`src/sv/quaternion_vector_rotate_defines.svh`:
```
// Assertion macros for the quaternion vector rotation block.
`ifndef QUATERNION_VECTOR_ROTATE_DEFINES_SVH
`define QUATERNION_VECTOR_ROTATE_DEFINES_SVH

// same-cycle implication, disabled in reset
`define QVR_ASSERT_IMP(lbl, clk, rst, ante, cons) \
   lbl: assert property (@(posedge clk) disable iff (rst) (ante) |-> (cons)) \
      else $error("quaternion_vector_rotate: property violated");

// next-cycle implication, disabled in reset
`define QVR_ASSERT_NXT(lbl, clk, rst, ante, cons) \
   lbl: assert property (@(posedge clk) disable iff (rst) (ante) |=> (cons)) \
      else $error("quaternion_vector_rotate: property violated");

`endif

```
`src/sv/qvr_pkg.sv`:
```
// Shared types, widths, latencies and tables for the quaternion vector rotation block.
`default_nettype none
package qvr_pkg;

   localparam int ANGLE_BITS   = 16;
   localparam int CORDIC_STEPS = 30;
   localparam int CW           = 34;   // CORDIC datapath width
   localparam logic signed [CW-1:0] CORDIC_GAIN = 34'sd652032874;

   localparam logic [31:0] ATAN_TURNS [CORDIC_STEPS] = '{
      32'h20000000, 32'h12E4051E, 32'h09FB385B, 32'h051111D4, 32'h028B0D43,
      32'h0145D7E1, 32'h00A2F61E, 32'h00517C55, 32'h0028BE53, 32'h00145F2F,
      32'h000A2F98, 32'h000517CC, 32'h00028BE6, 32'h000145F3, 32'h0000A2FA,
      32'h0000517D, 32'h000028BE, 32'h0000145F, 32'h00000A30, 32'h00000518,
      32'h0000028C, 32'h00000146, 32'h000000A3, 32'h00000051, 32'h00000029,
      32'h00000014, 32'h0000000A, 32'h00000005, 32'h00000003, 32'h00000001
   };

   localparam int VW    = 32;          // vector component width
   localparam int AW    = 16;          // axis component width
   localparam int WW    = 17;          // versor scalar part, Q.15
   localparam int BW    = 18;          // versor vector part, Q.15
   localparam int PW    = 33;          // sin * axis product
   localparam int MW    = 36;          // norm and matrix numerators
   localparam int RFRAC = 28;
   localparam int QW    = RFRAC + 1;   // quotient magnitude bits
   localparam int RW    = RFRAC + 2;   // signed matrix entry, Q.28
   localparam int XW    = 62;          // entry * component
   localparam int ACW   = 64;          // row accumulator

   localparam int CORDIC_LAT = CORDIC_STEPS + 1;
   localparam int MAT_LAT    = 5;
   localparam int DIV_LAT    = QW + 2;
   localparam int MAC_LAT    = 3;
   localparam int TOTAL_LAT  = CORDIC_LAT + MAT_LAT + DIV_LAT + MAC_LAT;

   typedef struct packed {
      logic signed [VW-1:0] vec_x;
      logic signed [VW-1:0] vec_y;
      logic signed [VW-1:0] vec_z;
      logic signed [AW-1:0] axis_x;
      logic signed [AW-1:0] axis_y;
      logic signed [AW-1:0] axis_z;
      logic [15:0]          angle;
   } req_type;

   typedef struct packed {
      logic signed [VW-1:0] rot_x;
      logic signed [VW-1:0] rot_y;
      logic signed [VW-1:0] rot_z;
      logic                 saturated;
      logic                 degenerate;
   } rsp_type;

   typedef struct packed {
      logic signed [VW-1:0] x;
      logic signed [VW-1:0] y;
      logic signed [VW-1:0] z;
   } vec_type;

   typedef struct packed {
      logic signed [AW-1:0] x;
      logic signed [AW-1:0] y;
      logic signed [AW-1:0] z;
   } axis_type;

   typedef struct packed {
      logic signed [CW-1:0] c;
      logic signed [CW-1:0] s;
   } sincos_type;

   typedef struct packed {
      logic [MW-1:0]          n;
      logic [8:0][MW-1:0]     m;   // row-major, entry i*3+j
      logic                   deg;
   } mat_type;

   typedef logic [8:0][RW-1:0] rmat_type;

endpackage
`default_nettype wire

```
`src/sv/qvr_divider.sv`:
```
// Pipelined restoring divider: round(num * 2^28 / den), ties away from zero.
`default_nettype none
module qvr_divider (
   input  logic                    clock,
   input  logic                    reset,
   input  logic                    in_vld,
   input  logic [qvr_pkg::MW-1:0]  num,
   input  logic [qvr_pkg::MW-1:0]  den,
   output logic                    out_vld,
   output logic [qvr_pkg::RW-1:0]  quo
);
   import qvr_pkg::*;

   logic [MW-1:0] r_in   [0:QW];
   logic [QW-1:0] q_in   [0:QW];
   logic [MW-1:0] r_ff   [0:QW];
   logic [QW-1:0] q_ff   [0:QW];
   logic [MW-1:0] den_ff [0:QW];
   logic          neg_ff [0:QW];
   logic          vld_ff [0:QW];

   logic [MW-1:0] half;
   logic          up;
   logic [RW-1:0] mag;
   logic [RW-1:0] quo_in, quo_ff;
   logic          ovld_ff;

   // |num| <= den, so the first quotient bit is the 2^28 place
   assign r_in[0] = num[MW-1] ? MW'(-num) : num;
   assign q_in[0] = '0;

   for (genvar s = 0; s < QW; s++) begin : g_bit
      logic [MW-1:0] t;
      logic          b;
      if (s == 0) begin : g_first
         assign t = r_ff[s];
      end else begin : g_next
         assign t = {r_ff[s][MW-2:0], 1'b0};
      end
      assign b         = t >= den_ff[s];
      assign r_in[s+1] = b ? t - den_ff[s] : t;
      assign q_in[s+1] = {q_ff[s][QW-2:0], b};
   end

   assign half   = den_ff[QW] >> 1;
   assign up     = (r_ff[QW] + half) >= den_ff[QW];
   assign mag    = RW'(q_ff[QW]) + RW'(up);
   assign quo_in = neg_ff[QW] ? RW'(-mag) : mag;

   always_ff @(posedge clock) begin
      den_ff[0] <= den;
      neg_ff[0] <= num[MW-1];
      for (int k = 0; k <= QW; k++) begin
         r_ff[k] <= r_in[k];
         q_ff[k] <= q_in[k];
      end
      for (int k = 1; k <= QW; k++) begin
         den_ff[k] <= den_ff[k-1];
         neg_ff[k] <= neg_ff[k-1];
      end
      quo_ff <= quo_in;
   end

   always_ff @(posedge clock) begin
      if (reset) begin
         for (int k = 0; k <= QW; k++) vld_ff[k] <= 1'b0;
         ovld_ff <= 1'b0;
      end else begin
         vld_ff[0] <= in_vld;
         for (int k = 1; k <= QW; k++) vld_ff[k] <= vld_ff[k-1];
         ovld_ff <= vld_ff[QW];
      end
   end

   assign out_vld = ovld_ff;
   assign quo     = quo_ff;

endmodule
`default_nettype wire

```
`config.mk`:
```
export PLATFORM = sky130hd
export DESIGN_NAME = qvr_divider
export DESIGN_NICKNAME = d
export VERILOG_FILES = /design/src/sv/quaternion_vector_rotate_defines.svh /design/src/sv/qvr_pkg.sv /design/src/sv/qvr_divider.sv
export SDC_FILE = /design/constraint.sdc
export NUM_CORES = 2
export LEC_CHECK = 0
export BUFFER_PORTS_ARGS = -buffer_cell sky130_fd_sc_hd__buf_2
export CAP_MARGIN = 10
export CORE_AREA = 2 2 501 503
export DETAILED_ROUTE_END_ITERATION = 10
export DIE_AREA = 0 0 503 505
export PLACE_DENSITY = 0.75
export SYNTH_ARGS = -nofsm -noshare
export SYNTH_HDL_FRONTEND = slang
export SYNTH_SLANG_ARGS = --single-unit
```
`constraint.sdc`:
```
create_clock -name clock -period 7.3 [get_ports clock]
set_input_delay 1.46 -clock clock [delete_from_list [all_inputs] [get_ports clock]]
set_output_delay 1.46 -clock clock [all_outputs]
set_load 0.1 [all_outputs]
```
==> out/qor.yml <==
detailed_routing:
  drtIter0Drc: 6130
  drtPass1Iterations: 7
  routed_wl_um: 279000
  wire_per_inst_um: 16.3
  postRouteAntennaNets: 0
  vias: 92200
  viasPerCell: 5.39
  drc: 0
placement:
  gp_congestion: 0.930
  port_buffers: 105
  dp_slack_ps: 54.4
  post-dp-hpwl_um: 214000
  post_dp_cell_area_um2: 128000
timing:
  finalHoldViolations: 0
  setup_ws_ps: 391
  report.final.slew_viol_count: 0
  finalSetupViolCount: 0
  period_minus_slack_ps: 6910
  skew_ps: 68.9
  fmax_ghz: 0.145
  period_share: 0.946
  relSlewSlack: 0.217
  worstMarginPinSlew_ps: 1170
clock_tree:
  cts_setup_buffers: 0
  cts_root_buf: "clkbuf_16"
  clock-sinks: 2658
  numCtsBuffers: 290
  clk_pin_slew_worst_paths_ps: 60
  insertion_delay_ps: 930
  cts_tree: "done"
  clockBufferDepth: 4
  cts_htree_levels: 5
final_layout:
  final_core_util: 0.555
  drive_gt1_frac: 0.0857
  area_growth_pct: 11.2
  nets: 14800
  design_area_um2: 138000
logic_synthesis:
  synth_edf_count: 0
  yosys.area.top_type: "dfxtp_1"
  synth_area_per_cell_um2: 9.25
  synthTopCellsByCount: "dfxtp_1 (2658), inv_1 (1381), ha_1 (1119)"
  syn-num-nets: 14600
  ys_seq_area_frac: 0.430
  synth_area_leaders: "dfxtp_1 (43%), ha_1 (11%), a21oi_1 (4.5%)"
  ys_types: 93
  yosys_warnings: 0
  synth.most_common_cell: "dfxtp_1"
  ys_ff_latch: 2658
  netlist_instances: 13400
  ys.flop_type: "dfxtp_1"
  synth_top_area_frac: 0.430
  async_flop_share: 0
  syn_area_um2: 124000
global_routing:
  grt_pass1_wl_um: 452000
  gr-total-overflow: 0
  grt_start_max_net_pins: 69
  first_global_vias: 88800
  antenna_found_initial: 6
  track_usage: 0.214
worst_setup_path:
  cp.arrival_ps: 7700
  crit_top_cell: "a21oi_1"
  crit_path_start: "den_ff[14][37]"
  critPathKind: "flop to flop"
  cp_max_fo: 4
  start_kind: "flop"
  timing.rr.start: "den_ff[14][37]"
  critPathCaptureType: "flop"
  cp_slowest_cell: "or4_4"
  cp_slowest_stage_delay_ps: 560
  critPathRequiredTime_ps: 8090
pwr:
  p_int_mw: 43.4
  power_frac_comb: 0.487
  pwr-share-clk: 0.204
  ir_drop_mv: 0.349
  seqPwrFrac: 0.309
  power_leakage_nw: 64.4
  p_total_mw: 71.4
  swShare: 0.392
  power_density_nw_per_um2: 519
  switching_power_mw: 28.0
flow_run:
  maxCapViolations: 0
hold_path:
  hp-class: "flop to flop"
  worstHoldStart: "q_ff[1][306]"
floorplan:
  initial_core_util: 0.499
  placementRows: 183
  fp.dieH_um: 505
  die_w_um: 503
  core-area_um2: 248000
  die_area_um2: 254000
  boundaryPins: 106
outcome:
  status: "finished clean"
## what timing repair did
action,CTS,global route
setup endpoints to repair,0,9
hold buffers,0,0
resized for setup,0,21
## flip-flops by register name (all words and copies together) (netlist names)
register  cells
r_ff       1052
q_ff        435
vld_ff       30
quo          30
out_vld       1
neg_ff       30
den_ff     1080
## per-layer routing
| layer | vias up | global-route usage | wire length (um) |
|---|---|---|---|
| met5 | - | 0 | 13 |
| met4 | 2 | 0.0787 | 10200 |
| met3 | 627 | 0.0284 | 12500 |
| met2 | 2101 | 0.370 | 133000 |
| met1 | 42800 | 0.271 | 124000 |
| li1 | 46700 | - | - |
## kinds of logic after synthesis
family          count (synthesis)  share of synthesized area
compound gates               3567                      0.180
flops                        2658                      0.430
mux                           433                     0.0391
xor+xnor                     1002                     0.0709
simple gates                 2898                      0.111
fa+ha+maj                    1149                      0.118
buf+inv                      1684                     0.0514
## final timing paths
path	endpoint	slack (ps)	cells after the start
setup / recovery	quo[22]	390	31
hold / removal	q_ff[1][336]	270	0
setup reg to reg	quo[22]	390	31
hold reg to reg	q_ff[1][336]	270	0
## critical path, delay by kind of cell (launching register included)
kind,cells,cell delay [ps]
adder cells (fa/ha/maj),5,1310
XOR/XNOR,2,270
AND/OR/NAND/NOR,8,2120
AO/OA/AOI/OAI,14,2430
buffers and inverters,1,150
flip-flops,1,310
multiplexers,1,170
## through the flow
step	setup TNS, ps	hold WS [ps]	std cells
detailed placement	0	312	16600
CTS	0	264	17100
global route	-30.9	267	17100
finish	0	269	17100
global placement	0	310	16600
floorplan	0	310	13400
## layout make-up
| type | count | area (um^2) |
|---|---|---|
| Inverter | 1381 | 5180 |
| Antenna cell | 3 | 7.51 |
| Multi-Input combinational cell | 9049 | 64500 |
| Clock inverter | 101 | 1270 |
| Sequential cell | 2658 | 53200 |
| Tap cell | 3330 | 4170 |
| Fill cell | 21900 | 111000 |
| Timing Repair Buffer | 175 | 1060 |
| Clock buffer | 396 | 8280 |
## power by group through the flow
stage	combinational (mW)	sequential (mW)	clock, mW
finish	34.7	22.1	14.6
global route	38.7	22.5	15.5
CTS	34.4	22.1	14.9
detailed placement	34.0	22.3	0
global placement	33.7	22.3	0
floorplan	27.0	21.6	0
## cell usage in the layout, fill, tap and decap left out, drive strengths merged, types with 82 or more instances in the layout
master,n
a21o,574
a21oi,1118
a31oi,100
and3,99
buf,175
clkbuf,396
dfxtp,2658
ha,1119
inv,1388
mux2,409
nand2,932
nand2b,145
nand3,174
nand4,193
nor2,742
nor2b,185
nor3,159
o21a,147
o21ai,910
o21bai,116
o31ai,82
xnor2,601
xor2,401
Note: power is estimated with default switching activity, not from simulation.
